File: config.mk
export PLATFORM = sky130hd
export DESIGN_NAME = sko_divider
export DESIGN_NICKNAME = d
export VERILOG_FILES = /design/src/hdl/sko_pkg.sv /design/src/hdl/sko_divider.sv
export SDC_FILE = /design/constraint.sdc
export NUM_CORES = 1
export LEC_CHECK = 0
export ABC_AREA = 1
export BUFFER_PORTS_ARGS = -buffer_cell sky130_fd_sc_hd__buf_2
export CAP_MARGIN = 20
export CORE_MARGIN = 8
export CORE_UTILIZATION = 40
export DETAILED_ROUTE_END_ITERATION = 8
export HOLD_SLACK_MARGIN = 0.12
export SLEW_MARGIN = 20
export SYNTH_ARGS = -nofsm -noshare
export SYNTH_HDL_FRONTEND = slang
export SYNTH_SLANG_ARGS = --single-unit
File: constraint.sdc
create_clock -name clk_i -period 8.8 [get_ports clk_i]
set_input_delay 1.32 -clock clk_i [delete_from_list [all_inputs] [get_ports clk_i]]
set_output_delay 1.32 -clock clk_i [all_outputs]
set_load 0.03 [all_outputs]
File: src/hdl/sko_pkg.sv
// Shared types, codes and constants of the scaled keyed overlay core.
// Used by every module in this folder; depends on nothing.
package sko_pkg;

  localparam int unsigned SKO_MAX_WIDTH       = 256;
  localparam int unsigned SKO_MAX_HEIGHT      = 256;
  localparam int unsigned SKO_BYTES_PER_PIXEL = 4;
  localparam int unsigned SKO_PIXEL_W         = 8 * SKO_BYTES_PER_PIXEL;

  localparam int unsigned SKO_COORD_W    = 8;
  localparam int unsigned SKO_DIM_W      = 9;
  localparam int unsigned SKO_SCALE_W    = 12;
  localparam int unsigned SKO_SIZE_W     = SKO_DIM_W + SKO_SCALE_W - 8;
  localparam int unsigned SKO_CFG_IDX_W  = 3;
  localparam int unsigned SKO_CFG_DATA_W = 12;

  localparam int unsigned SKO_DIVIDEND_W = SKO_COORD_W + 8;
  localparam int unsigned SKO_DIV_STEPS  = 4;
  localparam int unsigned SKO_DIV_LANES  = 2;

  typedef enum logic [SKO_CFG_IDX_W-1:0] {
    CFG_BACK_WIDTH  = 3'd0,
    CFG_BACK_HEIGHT = 3'd1,
    CFG_FORE_WIDTH  = 3'd2,
    CFG_FORE_HEIGHT = 3'd3,
    CFG_SCALE       = 3'd4,
    CFG_PLACE_ROW   = 3'd5,
    CFG_PLACE_COL   = 3'd6
  } sko_cfg_e;

  typedef enum logic [1:0] {
    REQ_WR_BACK = 2'd0,
    REQ_WR_FORE = 2'd1,
    REQ_READ    = 2'd2
  } sko_req_e;

  typedef enum logic [1:0] {
    ST_OK    = 2'd0,
    ST_FIT   = 2'd1,
    ST_RANGE = 2'd2
  } sko_status_e;

  typedef enum logic [2:0] {
    S_IDLE,
    S_EXEC,
    S_FIT,
    S_BACK,
    S_DIV,
    S_FORE,
    S_DONE
  } sko_state_e;

  typedef struct packed {
    logic [1:0]             req_type;
    logic [SKO_COORD_W-1:0] pix_row;
    logic [SKO_COORD_W-1:0] pix_col;
    logic [SKO_PIXEL_W-1:0] pix_value;
  } sko_req_t;

  typedef struct packed {
    logic [SKO_PIXEL_W-1:0] out_pixel;
    logic [1:0]             status;
  } sko_res_t;

endpackage

File: src/hdl/sko_divider.sv
// Two-lane restoring divider that retires four quotient bits per cycle.
// Depends on sko_pkg for the operand widths and the step count.
module sko_divider (
  input  logic                                clk_i,
  input  logic                                rst_ni,
  input  logic                                start_i,
  input  logic [sko_pkg::SKO_DIV_LANES-1:0][sko_pkg::SKO_DIVIDEND_W-1:0] dividend_i,
  input  logic [sko_pkg::SKO_SCALE_W-1:0]     divisor_i,
  output logic                                done_o,
  output logic [sko_pkg::SKO_DIV_LANES-1:0][sko_pkg::SKO_DIVIDEND_W-1:0] quot_o
);
  import sko_pkg::*;

  localparam int unsigned DW     = SKO_DIVIDEND_W;
  localparam int unsigned VW     = SKO_SCALE_W;
  localparam int unsigned CYCLES = DW / SKO_DIV_STEPS;
  localparam int unsigned CNT_W  = (CYCLES > 1) ? $clog2(CYCLES) : 1;

  logic                              busy_q, busy_d;
  logic                              done_q, done_d;
  logic [CNT_W-1:0]                  cnt_q, cnt_d;
  logic [SKO_DIV_LANES-1:0][DW-1:0]  quo_q, quo_d;
  logic [SKO_DIV_LANES-1:0][VW-1:0]  rem_q, rem_d;

  always_comb begin
    logic [VW:0]   trial;
    logic [VW-1:0] r;
    logic [DW-1:0] q;
    trial  = '0;
    r      = '0;
    q      = '0;
    busy_d = busy_q;
    done_d = 1'b0;
    cnt_d  = cnt_q;
    quo_d  = quo_q;
    rem_d  = rem_q;
    if (start_i) begin
      busy_d = 1'b1;
      cnt_d  = '0;
      quo_d  = dividend_i;
      rem_d  = '0;
    end else if (busy_q) begin
      for (int l = 0; l < SKO_DIV_LANES; l++) begin
        r = rem_q[l];
        q = quo_q[l];
        for (int s = 0; s < SKO_DIV_STEPS; s++) begin
          trial = {r, q[DW-1]};
          if (trial >= {1'b0, divisor_i}) begin
            r = VW'(trial - {1'b0, divisor_i});
            q = {q[DW-2:0], 1'b1};
          end else begin
            r = trial[VW-1:0];
            q = {q[DW-2:0], 1'b0};
          end
        end
        rem_d[l] = r;
        quo_d[l] = q;
      end
      cnt_d = cnt_q + 1'b1;
      if (cnt_q == CNT_W'(CYCLES - 1)) begin
        busy_d = 1'b0;
        done_d = 1'b1;
      end
    end
  end

  always_ff @(posedge clk_i or negedge rst_ni) begin
    if (!rst_ni) begin
      busy_q <= 1'b0;
      done_q <= 1'b0;
      cnt_q  <= '0;
    end else begin
      busy_q <= busy_d;
      done_q <= done_d;
      cnt_q  <= cnt_d;
    end
  end

  always_ff @(posedge clk_i) begin
    quo_q <= quo_d;
    rem_q <= rem_d;
  end

  assign done_o = done_q;
  assign quot_o = quo_q;

endmodule

Word level (Yosys, flattened, before mapping)
Cells that the tools add are included.

cells by class
  add/sub/neg operators = 9
  multipliers = 0
  divide/modulo/power cells = 0
  magnitude comparators = 8
  equal/unequal tests = 1
  shift-type cells = 0
  mux-type cells = 50
  bitwise operators = 0
  reductions and logical operators = 1

operators with widths
  kind                   count
  $mux W12               20
  $mux W16               12
  $ge A13 B12 Y1         8
  $sub A12 B12 Y12       8
  $mux W32               2
  $mux W1                14
  $mux W2                2
  $add A2 B1 Y2 const B  1
  $eq A2 B2 Y1 const B   1
  $reduce_bool A2 Y1     1

storage, ports and cells
  register bits after elaboration = 60
  latch bits = 0
  memory bits (writable) = 0
  memory bits (read-only) = 0
  input port bits = 47
  output and inout port bits = 33
  word-level logic and storage cells = 76
  memories = 0

Depth between registers and ports, before layout
  depth after elaboration = 16
  mapped depth = 54
  mapped depth without buffers = 50

Worst setup path before layout
No wires, ideal clock.

  kind = input-to-reg
  start point = in divisor_i[1] (netlist bit)
  end point = reg quo_q (netlist bit quot_o[0]), data pin
  library setup time = 271 ps
  data arrival time = 7523 ps
  slack = 1006 ps
  stages = 48
  buffers on the path = 5
  path through = inv_1 -> ha_1 -> nand3_1 -> nand2_2 -> nand2_1 -> nand2_1 -> nand3_2 -> nand3_2 -> buf_2 -> buf_4 -> nand2_1 -> o21ai_1 -> ha_1 -> a21oi_1 -> o21ai_2 -> nand2_1 -> nand2_1 -> nand2_1 -> [... 12 more ...] -> o2111ai_1 -> a21oi_1 -> nand3_2 -> buf_2 -> nand2_1 -> nand2_1 -> inv_1 -> ha_1 -> a21o_1 -> a31oi_1 -> inv_1 -> nand3_1 -> o2111ai_1 -> nand2_1 -> nand3_1 -> nor2_2 -> buf_4 -> a31oi_1

RTL lines
  what                    line               RTL
  start: declaration      sko_divider.sv:8   input logic [sko_pkg::SKO_SCALE_W-1:0] divisor_i,
  end signal: assignment  sko_divider.sv:80  quo_q <= quo_d;
  end: declaration        sko_divider.sv:22  logic [SKO_DIV_LANES-1:0][DW-1:0] quo_q, quo_d;

Worst setup path after layout
  start point = in divisor_i[8] (netlist bit)
  end point = reg rem_q[19] (netlist bit)

on the way
  word-level cells in the longest chain between the ends = 14
  elaborated cells on any way between the ends = 18
  those cells by class = add/sub (4); order compare (4); mux (10)

ends and longest elaborated chain
  what                                                line                                  RTL
  $sub A12 B12 Y12 or $ge A13 B12 Y1 (tied branches)  sko_divider.sv:49, sko_divider.sv:48
  $mux W12                                            sko_divider.sv:48                     if (trial >= {1'b0, divisor_i}) begin
  $mux W12                                            sko_divider.sv:42                     end else if (busy_q) begin
  $mux W12                                            sko_divider.sv:37                     if (start_i) begin
  $sub A12 B12 Y12 or $ge A13 B12 Y1 (tied branches)  sko_divider.sv:49, sko_divider.sv:48
  $mux W12                                            sko_divider.sv:48
  $mux W12                                            sko_divider.sv:42
  $mux W12                                            sko_divider.sv:37
  $ge A13 B12 Y1 or $sub A12 B12 Y12 (tied branches)  sko_divider.sv:48, sko_divider.sv:49
  $mux W12                                            sko_divider.sv:48
  $mux W12                                            sko_divider.sv:42
  $mux W12                                            sko_divider.sv:37
  $sub A12 B12 Y12 or $ge A13 B12 Y1 (tied branches)  sko_divider.sv:49, sko_divider.sv:48
  $mux W12 *                                          sko_divider.sv:48
  end signal: assignment                              sko_divider.sv:81                     rem_q <= rem_d;
  end: declaration                                    sko_divider.sv:23                     logic [SKO_DIV_LANES-1:0][VW-1:0] rem_q, rem_d;

Mark *: on every way between the ends. The rest lies on a longest branch, timed or not. The select of a mux whose other input is x is not followed.
A chain may end at the register's enable or synchronous reset.

==> flow_summary.toml <==
[clock_tree]
cts_htree_levels = 3
clkSinkCount = 60
clock_tree_from_tritoncts = "done"
cts_inserted_buffers = 9
clkLatencyLatePin_ps = 340
root_buffer = "sky130_fd_sc_hd__clkbuf_16"
clock_path_buffers = 2
cts-hold-fix-buffers = 0
clk_pin_slew_worst_paths_ps = 60

[floorplanning]
ios = 80
initial_core_util = 0.405
placement_rows = 52
floorplan.die.width_um = 158
fp.dieH_um = 158
core_outline_area_sq_um = 20000
design.die.area_sq_um = 25100

[setup_path]
critPathTopFamily = "simple AND/OR/NAND/NOR gates"
crit_buf_inv = 11
worstRegToRegCells = 45
worst_setup_slack_for_register_to_register_paths_ps = 1510
critical_path.max_stage_delay_ps = 410
cp_max_fo = 15
critical_path.slowest_cell = "sky130_fd_sc_hd__o21ai_0"
worstReg2RegEnd = "rem_q[19]"
worstSetupPathType = "in2reg"
critical_path_source_type = "primary input"
crit_arrival_ps = 8490
critPathMostFrequentCell = "sky130_fd_sc_hd__nand3_1"
r2r-start = "rem_q[22]"
required_ps = 9080
critical_path.endpoint_type = "flop"

[yosys]
synth_fp_nets = 1415
netlist_instances = 1263
sequential_cell_area_fraction_in_the_yosys_report = 0.190
synth_ff_type = "sky130_fd_sc_hd__edfxtp_1"
synth_area_sq_um = 8110
share_of_synthesized_flip_flops_with_an_asynchronous_set_or_reset = 0.0667
syn-mean-instance-area_sq_um = 6.42
synthesis.yosys.warnings = 0
distinct_cell_type_count_of_the_synthesized_netlist = 50
count_of_flip_flops_with_a_built_in_enable_after_synthesis = 32
synth.ff_latch_count = 60

[timing]
post-route-worst-setup-slack_ps = 590
skew_final_ps = 6.49
setup-violations-final = 0
totalNegativeSetupSlack_ps = 0
fin_crit_sh = 0.933
max_slew_margin = 0.344
number_of_slew_limit_violations_in_the_final_report = 0
final_hold_viol_count = 0
final.min_clock_period_ps = 8210
worstMarginPinSlew_ps = 982
maxClockFrequency_mhz = 122
whs_ps = 490

[min_path]
whs_endpoint = "rem_q[3]"
worst_hold_path_type = "reg2reg"
timing.hold.worst_path_depth = 2
hp-start = "rem_q[3]"

[outcome]
status = "completed"

[grt]
grtUsageTotal = 0.216
grt_pass1_vias = 8076
first_pass_grt_wire_length_mm = 42.3
grt_antenna_before_repair = 0
overflow = 0
grt_max_degree = 40

[final_layout]
most_common_cell_after_layout_fill_and_taps_aside = "sky130_fd_sc_hd__nand2_1"
n_fill_cell = 2162
number_of_antenna_repair_diodes = 0
layout.core_utilization = 0.468
drive_gt1_frac = 0.131
mostFrequentLayoutCells = "429 x sky130_fd_sc_hd__nand2_1, 168 x sky130_fd_sc_hd__inv_1, 97 x sky130_fd_sc_hd__ha_1"
num-nets-final = 1515
syn_to_final_growth_pct = 15.7

[flow_run]
maximum_capacitance_violations = 0

[route]
wl_met2_mm = 11.2
route.vias.total = 8402
drt_first_iter_violations = 696
detail_route.drc_violations = 0
detail_route.wl_per_cell_um = 16.2
detail_route.wirelength.met1_mm = 13.3
detail_route.first_pass.iterations = 5
met3WireLength_mm = 1.74
wl_mm = 26.6
antenna_left = 0
topRoutingLayerUsed = "met4"
viasPerCell = 5.13

[placement]
dp_hpwl_mm = 21.2
place.port_buffers = 79
preCtsSetupSlack_ps = -275
gp_congestion = 0.964
per-layer routing:
metal / vias to the layer above / global-route usage
met2: 292 / 0.335
met1: 3754 / 0.308
met4: 0 / 0.0561
met3: 26 / 0.0282
met5: - / 0
li1: 4330 / -
registers in the layout (all words and copies together) (netlist names):
signal	count
quot_o	32
rem_q	24
cnt_q	2
busy_q	1
done_o	1
stage by stage:
| step | std cells | instance area, sq um |
|---|---|---|
| after floorplan | 1263 | 8110 |
| after global placement | 1621 | 8990 |
| final | 1638 | 9380 |
| after detailed placement | 1621 | 8990 |
| after global routing | 1638 | 9380 |
| after CTS | 1637 | 9290 |
worst max-delay path by stage:
stage	startpoint	to	slack [ps]	cells after the start
6_report	divisor_i[8]	rem_q[19]	590	46
5_1_grt	divisor_i[8]	rem_q[19]	-20	45
4_1_cts	divisor_i[8]	rem_q[19]	70	43
3_5_place_dp	divisor_i[8]	rem_q[19]	-270	43
3_3_place_gp	divisor_i[8]	rem_q[19]	-290	44
2_1_floorplan	divisor_i[1]	quot_o[0]	1010	48
final cells by class:
cell class | instances | area (sq um) | area share
multi-input combinational | 993 | 5820 | 0.620
sequential | 60 | 1540 | 0.164
timing repair buffer | 118 | 701 | 0.0747
inverter | 181 | 679 | 0.0724
tap | 270 | 338 | 0.0360
clock buffer | 9 | 225 | 0.0240
clock inverter | 7 | 75.1 | 0.00800
synthesized netlist by cell type (all sizes together), types with 7 or more instances:
master | count | area [sq um]
clkbuf | 12 | 45.0
dfxtp | 24 | 480
o21ai | 57 | 293
a21oi | 73 | 384
nor3 | 7 | 35.0
edfxtp | 32 | 961
xor2 | 40 | 350
xnor2 | 33 | 289
nand2 | 434 | 1640
ha | 97 | 1210
nand4 | 31 | 200
nand3 | 99 | 553
fa | 8 | 160
inv | 179 | 672
nor2 | 66 | 268
buf | 18 | 113
cells by family (layout without fill, tap and decap cells):
family | count (synthesis) | in the layout | synth area share
XOR/XNOR | 73 | 73 | 0.0789
AND/OR/NAND/NOR | 647 | 648 | 0.340
buffers and inverters | 211 | 315 | 0.103
adder cells (fa/ha/maj) | 105 | 105 | 0.169
flip-flops | 60 | 60 | 0.190
AO/OA/AOI/OAI | 167 | 167 | 0.118
worst reg2reg max path, delay by kind of cell (launching register included):
kind / cells / cell delay, ps
compound gates: 5 / 890
fa+ha+maj: 4 / 1340
buf+inv: 9 / 1120
flops: 1 / 370
simple gates: 27 / 3520
what timing repair did:
item | in CTS | in global routing
gates resized for setup | 0 | 19
endpoints found under the setup margin | 0 | 26
buffers inserted | 0 | 0
Power is left out: the tool's default activity adds up to more than one toggle a clock period on the data nets, which glitch-free logic cannot reach.
